===== src/rtl/ibl_pkg.sv =====
`default_nettype none

package ibl_pkg;

  // Width of the incoming integer and how it is walked through the divider.
  localparam int WORD_W    = 32;
  localparam int STEP_BITS = 8;
  localparam int DIV_STEPS = WORD_W / STEP_BITS;
  localparam int STEP_CW   = $clog2(DIV_STEPS);

  // Defaults for the top-level parameters.
  localparam int DEF_RADIX      = 5;
  localparam int DEF_MAX_DIGITS = 14;

  // ASCII codes of the emitted characters.
  localparam int CHAR_W = 7;
  localparam logic [CHAR_W-1:0] CODE_A     = 7'd65;
  localparam logic [CHAR_W-1:0] CODE_MINUS = 7'd45;

  // Controller states.
  typedef enum logic [2:0] {
    ST_IDLE,
    ST_DIV,
    ST_NEXT,
    ST_SIGN,
    ST_EMIT
  } state_t;

  // Commands from the controller to the datapath.
  typedef struct packed {
    logic load;
    logic div_step;
    logic commit;
    logic put_sign;
    logic put_char;
  } cmd_t;

  // Status from the datapath to the controller.
  typedef struct packed {
    logic quot_zero;
    logic is_neg;
    logic rp_zero;
    logic out_free;
  } sts_t;

endpackage

`default_nettype wire


===== src/rtl/ibl_ctrl.sv =====
`default_nettype none

module ibl_ctrl import ibl_pkg::*; (
  input  wire logic clk,
  input  wire logic rst,
  input  wire logic in_valid,
  output logic      in_ready,
  input  wire sts_t sts,
  output cmd_t      cmd
);

  state_t              state;
  state_t              state_next;
  logic [STEP_CW-1:0]  step;
  logic [STEP_CW-1:0]  step_next;
  logic                step_last;

  assign step_last = (step == STEP_CW'(DIV_STEPS - 1));

  // State and divide-step counter registers.
  always_ff @(posedge clk) begin
    if (rst) begin
      state <= ST_IDLE;
      step  <= '0;
    end else begin
      state <= state_next;
      step  <= step_next;
    end
  end

  // Next state logic.
  always_comb begin
    state_next = state;
    step_next  = step;
    unique case (state)
      ST_IDLE: begin
        step_next = '0;
        if (in_valid) begin
          state_next = ST_DIV;
        end
      end
      ST_DIV: begin
        step_next = step + STEP_CW'(1);
        if (step_last) begin
          state_next = ST_NEXT;
        end
      end
      ST_NEXT: begin
        step_next = '0;
        if (!sts.quot_zero) begin
          state_next = ST_DIV;
        end else if (sts.is_neg) begin
          state_next = ST_SIGN;
        end else begin
          state_next = ST_EMIT;
        end
      end
      ST_SIGN: begin
        if (sts.out_free) begin
          state_next = ST_EMIT;
        end
      end
      ST_EMIT: begin
        if (sts.out_free && sts.rp_zero) begin
          state_next = ST_IDLE;
        end
      end
      default: begin
        state_next = ST_IDLE;
      end
    endcase
  end

  // Output logic.
  always_comb begin
    in_ready     = 1'b0;
    cmd          = '0;
    unique case (state)
      ST_IDLE: begin
        in_ready = 1'b1;
        cmd.load = in_valid;
      end
      ST_DIV: begin
        cmd.div_step = 1'b1;
      end
      ST_NEXT: begin
        cmd.commit = 1'b1;
      end
      ST_SIGN: begin
        cmd.put_sign = sts.out_free;
      end
      ST_EMIT: begin
        cmd.put_char = sts.out_free;
      end
      default: begin
        cmd = '0;
      end
    endcase
  end

endmodule

`default_nettype wire


===== src/rtl/ibl_dp.sv =====
`default_nettype none

module ibl_dp import ibl_pkg::*; #(
  parameter int RADIX      = DEF_RADIX,
  parameter int MAX_DIGITS = DEF_MAX_DIGITS
) (
  input  wire logic                     clk,
  input  wire logic                     rst,
  input  wire logic signed [WORD_W-1:0] value,
  input  wire cmd_t                     cmd,
  output sts_t                          sts,
  output logic                          out_valid,
  input  wire logic                     out_ready,
  output logic [CHAR_W-1:0]             char_code,
  output logic                          last_char
);

  localparam int RW = (RADIX > 2) ? $clog2(RADIX) : 1;
  localparam int PW = RW + 1;
  localparam int IW = (MAX_DIGITS > 1) ? $clog2(MAX_DIGITS) : 1;
  localparam int NW = $clog2(MAX_DIGITS + 1);
  localparam logic [PW-1:0] RADIX_P = PW'(RADIX);
  localparam logic [NW-1:0] MAX_N   = NW'(MAX_DIGITS);

  logic [WORD_W-1:0] work;
  logic [RW-1:0]     rem;
  logic              neg;
  logic [NW-1:0]     nd;
  logic [IW-1:0]     rp;
  logic [RW-1:0]     digit_mem [MAX_DIGITS];

  logic [WORD_W-1:0] raw;
  logic [WORD_W-1:0] mag;
  logic [WORD_W-1:0] work_div;
  logic [RW-1:0]     rem_div;
  logic [PW-1:0]     part;
  logic              room;

  // Magnitude of the incoming word; the most negative value maps onto 2^31.
  assign raw = value;
  assign mag = raw[WORD_W-1] ? (~raw + WORD_W'(1)) : raw;

  // One chunk of restoring division by the radix: the dividend shifts out at
  // the top while quotient bits shift in at the bottom.
  always_comb begin
    work_div = work;
    rem_div  = rem;
    part     = '0;
    for (int i = 0; i < STEP_BITS; i++) begin
      part     = {rem_div, work_div[WORD_W-1]};
      work_div = {work_div[WORD_W-2:0], 1'b0};
      if (part >= RADIX_P) begin
        rem_div     = RW'(part - RADIX_P);
        work_div[0] = 1'b1;
      end else begin
        rem_div = RW'(part);
      end
    end
  end

  assign room = (nd < MAX_N);

  // Conversion registers.
  always_ff @(posedge clk) begin
    if (cmd.load) begin
      work <= mag;
      rem  <= '0;
      neg  <= raw[WORD_W-1];
      nd   <= '0;
    end else if (cmd.div_step) begin
      work <= work_div;
      rem  <= rem_div;
    end else if (cmd.commit) begin
      rem <= '0;
      if (work != '0) begin
        work <= work - WORD_W'(1);
      end
      if (room) begin
        nd <= nd + NW'(1);
        rp <= IW'(nd);
      end else begin
        rp <= IW'(MAX_DIGITS - 1);
      end
    end else if (cmd.put_char) begin
      rp <= rp - IW'(1);
    end
  end

  // Digit store; digits beyond the capacity are the high ones and are dropped.
  always_ff @(posedge clk) begin
    if (cmd.commit && room) begin
      digit_mem[IW'(nd)] <= rem;
    end
  end

  // Output register: takes a new word whenever it is empty or being taken.
  always_ff @(posedge clk) begin
    if (rst) begin
      out_valid <= 1'b0;
    end else if (cmd.put_sign || cmd.put_char) begin
      out_valid <= 1'b1;
    end else if (out_ready) begin
      out_valid <= 1'b0;
    end
  end

  always_ff @(posedge clk) begin
    if (cmd.put_sign) begin
      char_code <= CODE_MINUS;
      last_char <= 1'b0;
    end else if (cmd.put_char) begin
      char_code <= CODE_A + CHAR_W'(digit_mem[rp]);
      last_char <= (rp == '0);
    end
  end

  // Status towards the controller.
  assign sts.quot_zero = (work == '0);
  assign sts.is_neg    = neg;
  assign sts.rp_zero   = (rp == '0);
  assign sts.out_free  = !out_valid || out_ready;

endmodule

`default_nettype wire


===== src/rtl/int_to_bijective_letters_top.sv =====
// Each digit passes through the 8-bit-per-cycle divide-by-radix stage (ST_DIV), then
// through a store step (ST_NEXT) that writes the digit into the digit store.
// After that, one character per cycle is loaded into the output register (sign first)
// whenever the output register is free; a stalled output holds the flow.
// The divider is shared by all digits, so one value is converted at a time.
// rst is synchronous: it clears the controller and the output valid flag.
`default_nettype none

module int_to_bijective_letters_top import ibl_pkg::*; #(
  parameter int RADIX      = DEF_RADIX,
  parameter int MAX_DIGITS = DEF_MAX_DIGITS
) (
  input  wire logic                     clk,
  input  wire logic                     rst,
  input  wire logic                     in_valid,
  output logic                          in_ready,
  input  wire logic signed [WORD_W-1:0] value,
  output logic                          out_valid,
  input  wire logic                     out_ready,
  output logic [CHAR_W-1:0]             char_code,
  output logic                          last_char
);

  cmd_t cmd;
  sts_t sts;

  // Sequencer.
  ibl_ctrl u_ctrl (
    .clk      (clk),
    .rst      (rst),
    .in_valid (in_valid),
    .in_ready (in_ready),
    .sts      (sts),
    .cmd      (cmd)
  );

  // Divider, digit store and output register.
  ibl_dp #(
    .RADIX      (RADIX),
    .MAX_DIGITS (MAX_DIGITS)
  ) u_dp (
    .clk       (clk),
    .rst       (rst),
    .value     (value),
    .cmd       (cmd),
    .sts       (sts),
    .out_valid (out_valid),
    .out_ready (out_ready),
    .char_code (char_code),
    .last_char (last_char)
  );

  // A shown word is either the minus sign or a letter within the radix.
  a_char_range: assert property (@(posedge clk) disable iff (rst)
    out_valid |-> (char_code == CODE_MINUS ||
                   (char_code >= CODE_A && char_code < CODE_A + CHAR_W'(RADIX))))
    else $error("character code out of range");

  // The minus sign is never the final character of a spelling.
  a_sign_not_last: assert property (@(posedge clk) disable iff (rst)
    (out_valid && char_code == CODE_MINUS) |-> !last_char)
    else $error("minus sign flagged as last character");

  // An accepted value starts a conversion, so the input closes straight away.
  a_busy_after_accept: assert property (@(posedge clk) disable iff (rst)
    (in_valid && in_ready) |=> !in_ready)
    else $error("input still open after accepting a value");

  // The controller never loads a word into a full, stalled output register.
  a_no_overwrite: assert property (@(posedge clk) disable iff (rst)
    (cmd.put_sign || cmd.put_char) |-> sts.out_free)
    else $error("output register overwritten while stalled");

endmodule

`default_nettype wire


===== config.mk =====
export PLATFORM = sky130hd
export DESIGN_NAME = int_to_bijective_letters_top
export DESIGN_NICKNAME = d
export VERILOG_FILES = /design/src/rtl/ibl_pkg.sv /design/src/rtl/ibl_ctrl.sv /design/src/rtl/ibl_dp.sv /design/src/rtl/int_to_bijective_letters_top.sv
export SDC_FILE = /design/constraint.sdc
export NUM_CORES = 1
export LEC_CHECK = 0
export BUFFER_PORTS_ARGS = -buffer_cell sky130_fd_sc_hd__buf_4
export CORE_ASPECT_RATIO = 0.75
export CORE_MARGIN = 2
export CORE_UTILIZATION = 35
export CTS_CLUSTER_SIZE = 8
export DETAILED_ROUTE_END_ITERATION = 16
export GPL_TIMING_DRIVEN = 0
export PLACE_DENSITY = 0.62
export REMOVE_ABC_BUFFERS = 1
export SLEW_MARGIN = 20
export SYNTH_ARGS = -nofsm -noshare
export SYNTH_HDL_FRONTEND = slang
export SYNTH_SLANG_ARGS = --single-unit

===== constraint.sdc =====
create_clock -name clk -period 25.2 [get_ports clk]
set_clock_uncertainty 0.05 [all_clocks]
set_input_delay 2.52 -clock clk [delete_from_list [all_inputs] [get_ports clk]]
set_output_delay 2.52 -clock clk [all_outputs]
set_load 0.01 [all_outputs]

==> impl.org <==
** Worst setup path
- Top Family by Delay on Critical Path :: compound AO/OA/AOI/OAI gates
- The critical path in this run is classified as flop to flop.
- Critical Path RT :: 25.26 ns
- In this design, the critical path's most frequently occurring cell is sky130_fd_sc_hd__ha_1.
- Counting both buffers and inverters, the worst setup path holds a total of 4.
- Data arrival time of the critical path :: 11.46 ns
- Largest fanout of any net on the critical path :: 17
- In this design, the stage delay of the slowest critical-path cell is 0.78 ns.
- The largest individual stage delay along the critical path comes from the cell sky130_fd_sc_hd__dfxtp_1.
- STA classifies the critical path endpoint as a flop.
- STA classifies the critical path startpoint as a flop.

** Yosys
- Cells after Synth :: 661
- Yosys printed 0 warnings.
- Among all flip-flop cells after synthesis, the most frequent one is sky130_fd_sc_hd__edfxtp_1.
- The synthesized netlist contains 73 unique library cells.
- Largest cells by area after synthesis :: sky130_fd_sc_hd__edfxtp_1, sky130_fd_sc_hd__dfxtp_1, sky130_fd_sc_hd__ha_1
- Of all flip-flops after synthesis, the portion carrying an async set or reset was 0%.
- The synthesized design spends more area on one cell type than any other, namely sky130_fd_sc_hd__edfxtp_1.
- In this run the biggest area consumer among cell types represents 35.53% of the synthesized area.
- Synth cell count leaders :: sky130_fd_sc_hd__edfxtp_1, sky130_fd_sc_hd__nand2_1, sky130_fd_sc_hd__nor2_1, sky130_fd_sc_hd__o21ai_0, sky130_fd_sc_hd__xor2_1
- Sequential-to-total area share from yosys stat :: 42.72%
- Post-synth EDFFs :: 79
- In the post-synthesis netlist, the cell with the most instances is sky130_fd_sc_hd__edfxtp_1.
- Summing every instance area after synthesis gives 6678 um^2.
- Mapped Avg Cell Area :: 10.10 um^2
- Synthesis-stage register bit count :: between 100 and 150

** Final layout
- The sequential cells in the finished layout cover a total of 2853 um^2.
- NumNets Final :: 752
- Relative to the synthesized area, the layout overhead comes to 13.38%.
- Measured on the finished design, the core utilization comes to around 40%.
- Counting the fill cells in the layout gives between 1500 and 2000.
- Diodes inserted :: 0
- Layout cells sized above 1 :: 15.09%
- The multi-input combinational cells in the finished layout cover a total of 3650 um^2.

** Clock network
- The clock tree synthesis step divided the H-tree into 3 levels.
- Root cell of the clock tree :: sky130_fd_sc_hd__clkbuf_16
- The clock drives 103 sinks.
- Clock-pin slew on the worst setup and hold paths :: 0.08 ns
- Clock latency on the worst-skew pair :: between 0.3 and 0.4 ns
- In this run, post-CTS repair resized a total of 0 instances.
- In this run the deepest clock path goes through 2 buffers.
- CTS tree :: done
- Number of buffers created by CTS :: 9
- Once the clock tree was built, the setup fixing pass inserted 0 buffers.
- For this design, the CTS-stage hold fixing added 0 buffers.

** Timing
- The final count of hold timing violations came to 0.
- Setup violations remaining at the end of the flow were counted as 0.
- Peak Freq :: ~88 MHz
- Worst Setup Slack, final :: around 14 ns
- Slew of the pin with the lowest slew margin :: 0.9616 ns
- Unrepaired setup endpoints after global routing :: no
- Crit share post-route :: 45.24%
- Relative slew margins :: 35.66%
- The count of final max-slew check failures is 0.
- Post-route setup TNS :: 0 ns
- Counting I/O delays and the setup requirement, the final critical path takes approximately 11 ns.

** Global routing
- The first global-routing pass estimated 25070 um of wire.
- Number of antenna violations at the first check in global routing :: 0
- Overall track demand over capacity in global routing :: between 10% and 20%
- Maximum number of pins on one net before global-route repair :: 46
- Grt total ovfl :: 0
- Via count of the first global-routing pass :: 4805

** Flow run
- Across the run, the number of max-cap violations was 0.

** Place
- Timing analysis after detailed placement gives a worst setup slack of 13.86 ns.
- In this run the tool buffered the top-level ports with 44 buffer cells.
- Detailed placement finished with a half-perimeter wire length of 11320 um.
- Routability-driven placement finished with a final weighted congestion of ~0.84.

** Route
- The detailed router finished its first iteration with 425 violations.
- Aggregate routed wire length :: between 15000 and 20000 um
- Wire segments on met3 add up to 622 um in the final route.
- Number of search-and-repair iterations in the first detailed-routing pass :: 5
- In the final routing, the length of wire on met1 measures 7922 um.
- The count of nets left with antenna violations once routing finished came out at 0.
- Routed wirelength normalized by instance count :: 16.23 um
- Post-route DRC :: 0
- Via density :: between 5 and 6
- The routed layout has 5112 vias.
- The highest metal layer carrying signal wires in the routed design is met4.
- Detailed-routed wire length on met2 :: 6627 um

** Floorplan
- During I/O placement, the number of pins put on the boundary was between 40 and 50.
- Area of the die :: 20210 um^2
- Core Box Area :: around 19000 um^2
- In this run the vertical extent of the chip is 123.6 um.
- Std cell rows :: between 40 and 50
- Die width :: 163.5 um
- The initial utilization of the core area, before any placement, comes to 35.87%.

** Pwr
- Worst supply voltage drop on vdd :: 86.38 uV
- In this run the static leakage power is about 2.7 nW.
- Power density cells :: roughly 130 nW/um^2

** Hold path
- The tightest min-delay check is of the flop to flop type.

** Run status
- The flow ran to the end, and the final reports show no timing, DRC or antenna violations.
==> worst paths after layout <==
path,cells after the start,slack [ns],endpoint,from
worst min register to register,2,0.40,u_dp.char_code[5],u_dp.char_code[5]
worst max-delay path,44,13.80,u_dp.work[0],u_dp.rem[0]
worst min-delay path,2,0.40,u_dp.char_code[5],u_dp.char_code[5]
worst max register to register,44,13.80,u_dp.work[0],u_dp.rem[0]
==> per-stage QoR <==
stage          cell area [um^2]  std cells  power [mW]  hold WS, ns
6_report                   7571        943      0.9881       0.3984
5_1_grt                    7571        943       1.074       0.4170
4_1_cts                    7571        943      0.9890       0.3998
3_5_place_dp               7259        927      0.8407       0.3879
3_3_place_gp               7216        926      0.8360       0.3842
2_1_floorplan              6576        635      0.7130       0.4166
==> per-layer routing <==
layer | global-route usage [%] | vias up
met5 | 0 | -
met4 | 3.180 | 0
met3 | 2.564 | 11
met2 | 24.05 | 98
met1 | 23.30 | 2455
li1 | - | 2548
==> flip-flops by register name, summed over array words and instances, names as in the netlist, named ones only <==
register        flops
u_dp.out_valid      1
u_dp.digit_mem     42
u_dp.work          32
u_dp.neg            1
u_dp.rem            3
u_ctrl.state        3
u_dp.last_char      1
u_ctrl.step         2
u_dp.nd             4
u_dp.char_code      6
u_dp.rp             4
==> cell families (layout without fill, tap and decap cells) <==
logic type	Yosys count	after routing	share of synthesized area, %
simple gates	234	234	18.01
flops	103	103	42.72
other cells	1	1	0.05616
mux	30	30	6.708
compound gates	158	158	17.09
fa+ha+maj	25	25	4.684
buf+inv	50	85	2.867
xor+xnor	60	60	7.870
==> report_power, final <==
part	internal (mW)	switching [mW]
Combinational	0.252	0.329
Clock	0.0713	0.0718
Sequential	0.223	0.0409
Total	0.546	0.442
==> placed cells by master (no fill, tap or decap), types with 15 or more instances in the layout <==
cell type                  count
sky130_fd_sc_hd__edfxtp_1     79
sky130_fd_sc_hd__nand2_1      59
sky130_fd_sc_hd__nor2_1       48
sky130_fd_sc_hd__o21ai_0      45
sky130_fd_sc_hd__buf_4        44
sky130_fd_sc_hd__xor2_1       33
sky130_fd_sc_hd__xnor2_1      27
sky130_fd_sc_hd__ha_1         25
sky130_fd_sc_hd__inv_1        24
sky130_fd_sc_hd__dfxtp_1      24
sky130_fd_sc_hd__a21oi_1      21
sky130_fd_sc_hd__nor3_1       19
sky130_fd_sc_hd__o211ai_1     17
sky130_fd_sc_hd__and2_1       15
sky130_fd_sc_hd__nand3_1      15
==> worst min-delay path: stages (launching register included) <==
cell                      delay, ns
sky130_fd_sc_hd__dfxtp_1       0.32
sky130_fd_sc_hd__nand2_1       0.05
sky130_fd_sc_hd__nand2_1       0.04
==> cell type report <==
| cell class | instances | area share, % |
|---|---|---|
| multi-input combinational | 508 | 48.21 |
| sequential | 103 | 37.68 |
| timing repair buffer | 45 | 4.726 |
| tap | 247 | 4.082 |
| clock buffer | 9 | 2.975 |
| inverter | 24 | 1.190 |
| clock inverter | 7 | 1.140 |
Note: power is estimated with default switching activity, not from simulation.
